**config.mk**
```make
export PLATFORM = sky130hd
export DESIGN_NAME = wtsp_div_cell
export DESIGN_NICKNAME = d
export VERILOG_FILES = /design/src/hdl/wtsp_pkg.sv /design/src/hdl/wtsp_div_cell.sv
export SDC_FILE = /design/constraint.sdc
export NUM_CORES = 1
export LEC_CHECK = 0
export BUFFER_PORTS_ARGS = -buffer_cell sky130_fd_sc_hd__buf_4
export CORE_AREA = 2 2 515 517
export CTS_CLUSTER_SIZE = 20
export DETAILED_ROUTE_END_ITERATION = 10
export DIE_AREA = 0 0 517 519
export PLACE_DENSITY = 0.34
export SLEW_MARGIN = 10
export SYNTH_ARGS = -nofsm -noshare
export SYNTH_HDL_FRONTEND = slang
export SYNTH_SLANG_ARGS = --single-unit
```
**constraint.sdc**
```tcl
create_clock -name aclk -period 4.1 [get_ports aclk]
set_clock_uncertainty 0.15 [all_clocks]
set_input_delay 0.82 -clock aclk [delete_from_list [all_inputs] [get_ports aclk]]
set_output_delay 0.82 -clock aclk [all_outputs]
set_load 0.03 [all_outputs]
```
**src/hdl/wtsp_pkg.sv**
```systemverilog
//------------------------------------------------------------------------------
// wtsp_pkg
// Shared types and constants of the world-to-screen projection unit.
//------------------------------------------------------------------------------
`default_nettype none

package wtsp_pkg;

    localparam int NUM_REGS  = 8;
    localparam int ADDR_W    = 6;
    localparam int CLIP_W    = 52;
    localparam int PROD_W    = 64;
    localparam int NUM_W     = 67;
    localparam int DEN_W     = 53;
    localparam int QUO_W     = 65;

    localparam logic [63:0] RESET_REG0 = 64'h0001000000010000;
    localparam logic [63:0] RESET_REG2 = 64'h0001000000000000;
    localparam logic [63:0] RESET_REG5 = 64'h0000000000010000;
    localparam logic [63:0] RESET_REG7 = 64'h0001000000000000;

    typedef logic signed [31:0]        q16_t;
    typedef logic signed [CLIP_W-1:0]  clip_t;
    typedef logic        [NUM_W-1:0]   num_t;
    typedef logic        [DEN_W-1:0]   den_t;
    typedef logic        [QUO_W-1:0]   quo_t;

    // One cell's hand-off: operands and partial results of three divisions.
    typedef struct packed {
        logic        vis;
        logic        neg_x;
        logic        neg_y;
        logic        neg_d;
        den_t        den_w;
        num_t        rem_x;
        num_t        rem_y;
        num_t        rem_d;
        quo_t        quo_x;
        quo_t        quo_y;
        quo_t        quo_d;
        num_t        num_x;
        num_t        num_y;
        num_t        num_d;
    } div_lane_t;

endpackage : wtsp_pkg

`default_nettype wire

```
**src/hdl/wtsp_div_cell.sv**
```systemverilog
//------------------------------------------------------------------------------
// wtsp_div_cell
// One cell of the divider chain: retires BITS quotient bits of three
// restoring divisions sharing one divisor, then hands the lane on.
//------------------------------------------------------------------------------
`default_nettype none

module wtsp_div_cell #(
    parameter int BITS = 1
) (
    input  wire                  aclk,
    input  wire                  aresetn,
    input  wire                  en,
    input  wire                  in_valid,
    input  wtsp_pkg::div_lane_t  in_lane,
    output logic                 out_valid,
    output wtsp_pkg::div_lane_t  out_lane
);
    import wtsp_pkg::*;

    div_lane_t lane_next;
    div_lane_t lane_reg;
    logic      valid_reg;

    function automatic void step(input num_t r, input num_t n, input quo_t q,
                                 input den_t d, output num_t ro, output num_t no,
                                 output quo_t qo);
        logic [NUM_W:0] t;
        t  = {r, n[NUM_W-1]};
        no = {n[NUM_W-2:0], 1'b0};
        if (t >= {{(NUM_W+1-DEN_W){1'b0}}, d}) begin
            t  = t - {{(NUM_W+1-DEN_W){1'b0}}, d};
            qo = {q[QUO_W-2:0], 1'b1};
        end else begin
            qo = {q[QUO_W-2:0], 1'b0};
        end
        ro = t[NUM_W-1:0];
    endfunction

    always_comb begin
        lane_next = in_lane;
        for (int i = 0; i < BITS; i++) begin
            step(lane_next.rem_x, lane_next.num_x, lane_next.quo_x, lane_next.den_w,
                 lane_next.rem_x, lane_next.num_x, lane_next.quo_x);
            step(lane_next.rem_y, lane_next.num_y, lane_next.quo_y, lane_next.den_w,
                 lane_next.rem_y, lane_next.num_y, lane_next.quo_y);
            step(lane_next.rem_d, lane_next.num_d, lane_next.quo_d, lane_next.den_w,
                 lane_next.rem_d, lane_next.num_d, lane_next.quo_d);
        end
    end

    always_ff @(posedge aclk) begin
        if (!aresetn) begin
            valid_reg <= 1'b0;
        end else if (en) begin
            valid_reg <= in_valid;
        end
        if (en) begin
            lane_reg <= lane_next;
        end
    end

    assign out_valid = valid_reg;
    assign out_lane  = lane_reg;

endmodule : wtsp_div_cell

`default_nettype wire

```
==> results.py <==
metrics = {
    "floorplan": {
        "row_count": 189,
        "core_um2": 263400,
        "fp.dieArea_um2": 268300,
        "floorplan.initialDensity": 0.1236,
        "ios": 1313,
        "die_w_um": 517,
        "die_height_um": 519,
    },
    "place": {
        "dp_hpwl_um": 217800,
        "portBuffers": 1306,
        "place_worst_setup_slack_ns": -1.630,
        "place_inst": 8272,
        "place_congestion": 0.8717,
    },
    "sta": {
        "timing.final.crit_share": 0.9760,
        "fin_tns_setup_ns": 0,
        "setup_viol": 0,
        "fin_crit_ns": 4.002,
        "slew_headroom": 0.4697,
        "final.setup.worst_slack_ns": 0.09822,
        "hold_viol": 0,
        "max_freq_ghz": 0.2499,
        "worst_slew_pin_slew_ns": 0.7831,
        "drv_slew": 0,
    },
    "yosys": {
        "synth_common_cells": "edfxtp_1 (651), a21oi_1 (268), nand2_1 (228), nor2_1 (202), o21ai_0 (167)",
        "synth.avg_cell_area_um2": 11.90,
        "synthTopCellsByArea": "edfxtp_1 (60%), ha_1 (6.1%), a21oi_1 (4.1%), nand2_1 (2.6%), o21ai_0 (2.6%)",
        "synthDistinctLibCells": 82,
        "synth_top_area_cell": "edfxtp_1",
        "yosysWarnings": 0,
        "synthCells": 2738,
        "synthArstFlopShare": 0,
        "ys_seq_area_frac": 0.6008,
        "synth_edf_count": 651,
        "synth_ff_type": "edfxtp_1",
        "netlist.area_leader.share": 0.6002,
        "ys_ff_latch": 652,
        "synth_most_common_cell": "edfxtp_1",
        "syn-cell-area_um2": 32570,
    },
    "pwr": {
        "ir_drop_v": 0.0003288,
        "p_leak_nw": 23.40,
        "power.density_nw_per_um2": 418.7,
        "fin_total_pwr_mw": 23.47,
    },
    "clock_tree": {
        "cts.sinks": 652,
        "clkTransAtPathRegs_ns": 0.06,
        "cts_root_buf": "clkbuf_16",
        "cts_tree": "built",
        "clock_path_buffers": 3,
        "holdBufCountCts": 0,
        "cts_max_level": 3,
        "insertion_delay_ns": 0.73,
        "cts-buffers-inserted": 90,
    },
    "cells_and_area": {
        "nets": 5654,
        "layoutNonFillerInstCount": 8490,
        "nFillCells": 28920,
        "area_growth_pct": 72.12,
        "drive_gt1_frac": 0.4688,
    },
    "route": {
        "antenna_left": 0,
        "drt_first_pass_iters": 5,
        "drt_wl_total_um": 250100,
        "routedWlPerCell_um": 29.45,
        "drc_errors": 0,
        "drt_iter0_drc": 1935,
        "vias": 31820,
        "vias_per_cell": 3.747,
    },
    "grt": {
        "grt_overflow": 0,
        "antenna_found_initial": 123,
        "grt_pass1_wl_um": 317400,
        "grt_start_max_net_pins": 70,
        "grt_pass1_vias": 32820,
        "grtUsageTotal": 0.1787,
    },
    "worst_hold_path": {
        "hold_path.class": "primary input to flip-flop",
    },
    "worst_setup_path": {
        "critical_path_class": "primary input to flip-flop",
        "startpoint_type": "primary input",
        "crit_required_ns": 4.51,
        "worstPathCellList": "buf_4, inv_1, ha_1, a21o_1, o41ai_1, buf_4, buf_4, a2111oi_0, buf_4, nor3_1, nor3b_1, buf_4, o21ba_2, or4b_1, nand4_1",
        "critPathMaxFanout": 4,
        "slowest_stage": "nor3_1",
        "end_kind": "flip-flop",
        "crit_top_cell": "buf_4",
        "cpPeakStageDelay_ns": 0.60,
        "cp.arrival_ns": 4.41,
    },
    "status": {
        "status": "finished clean",
    },
    "run": {
        "max_cap_violations": 0,
    },
}
## critical path: cells and delay by family
kind                     cells  cell delay (ns)
AO/OA/AOI/OAI                4             0.94
adder cells (fa/ha/maj)      1             0.33
buffers and inverters        6             0.99
AND/OR/NAND/NOR              4             1.33
## repair_timing
action                     4_1_cts  5_1_grt
setup endpoints to repair      122       56
gates cloned                     0        1
hold endpoints to repair         0        0
resized for setup                7        6
pin swaps                        1        3
buffers inserted                 1        1
## logic make-up (layout without fill, tap and decap cells)
kind of cell               count (synthesis)  after routing  share of synthesized area
adders and majority gates                162            162                    0.06293
AOI/OAI and AO/OA                        739            739                     0.1398
other                                      1             50                  0.0001151
muxes                                     19             19                   0.006377
and+or+nand+nor                          767            768                     0.1154
DFF                                      652            652                     0.6008
buffers and inverters                    219           2388                    0.02635
xor gates and xnor gates                 179            179                    0.04814
## cells in the final DEF, fill, tap and decap left out, types with 66 or more instances in the layout
| master | count |
|---|---|
| buf_4 | 2075 |
| edfxtp_1 | 651 |
| a21oi_1 | 268 |
| nand2_1 | 228 |
| nor2_1 | 200 |
| o21ai_0 | 167 |
| ha_1 | 159 |
| inv_1 | 104 |
| xnor2_1 | 95 |
| clkbuf_16 | 90 |
| xor2_1 | 84 |
| nand4_1 | 66 |
## path summary, 6_finish.rpt
path,start,end,slack [ns],depth (start not counted)
worst max-delay path,in_lane[607],out_lane[451]$_DFFE_PP_,0.1,15
worst min register to register,out_valid$_SDFFE_PN0P_,out_valid$_SDFFE_PN0P_,0.38,2
worst max register to register,out_valid$_SDFFE_PN0P_,out_valid$_SDFFE_PN0P_,3.36,2
worst min-delay path,in_lane[267],out_lane[268]$_DFFE_PP_,0.11,1
## metrics by stage
step	hold slack, ns	util	instance area (um2)
global route	0.05422	0.2125	55980
detailed placement	0.3639	0.2008	52900
finish	0.1067	0.2128	56060
floorplan	0.4904	-	32580
CTS	0.02755	0.2122	55900
global placement	0.3589	0.2008	52900
## sequential cells by signal, summed over array words and instances (netlist names)
signal / cells
out_lane: 651
out_valid: 1
## cell type report
cell class | instances | area (um2) | share of cell area
diodes | 47 | 117.6 | 0.002098
clock buffers | 103 | 2301 | 0.04105
clock inverters | 65 | 655.6 | 0.01170
inverters | 107 | 407.9 | 0.007276
multi-input cells | 1870 | 12250 | 0.2186
flip-flops and latches | 652 | 19570 | 0.3491
well taps | 3533 | 4420 | 0.07885
repair buffers | 2113 | 16330 | 0.2914
## layer usage
layer | GRT usage | vias up | part of all wire
met5 | 0.0005407 | - | 0.0021
met4 | 0.06475 | 82 | 0.034
met3 | 0.05720 | 309 | 0.078
met2 | 0.3351 | 1094 | 0.53
met1 | 0.1828 | 15670 | 0.35
li1 | - | 14670 | -
## power by group
group | internal [mW] | leakage (nW) | switching (mW)
combinational | 2.72 | 15.6 | 4.21
clock | 4.53 | 1.41 | 3.56
sequential | 8.17 | 6.38 | 0.283
total | 15.4 | 23.4 | 8.05
Note: power is estimated with default switching activity, not from simulation.
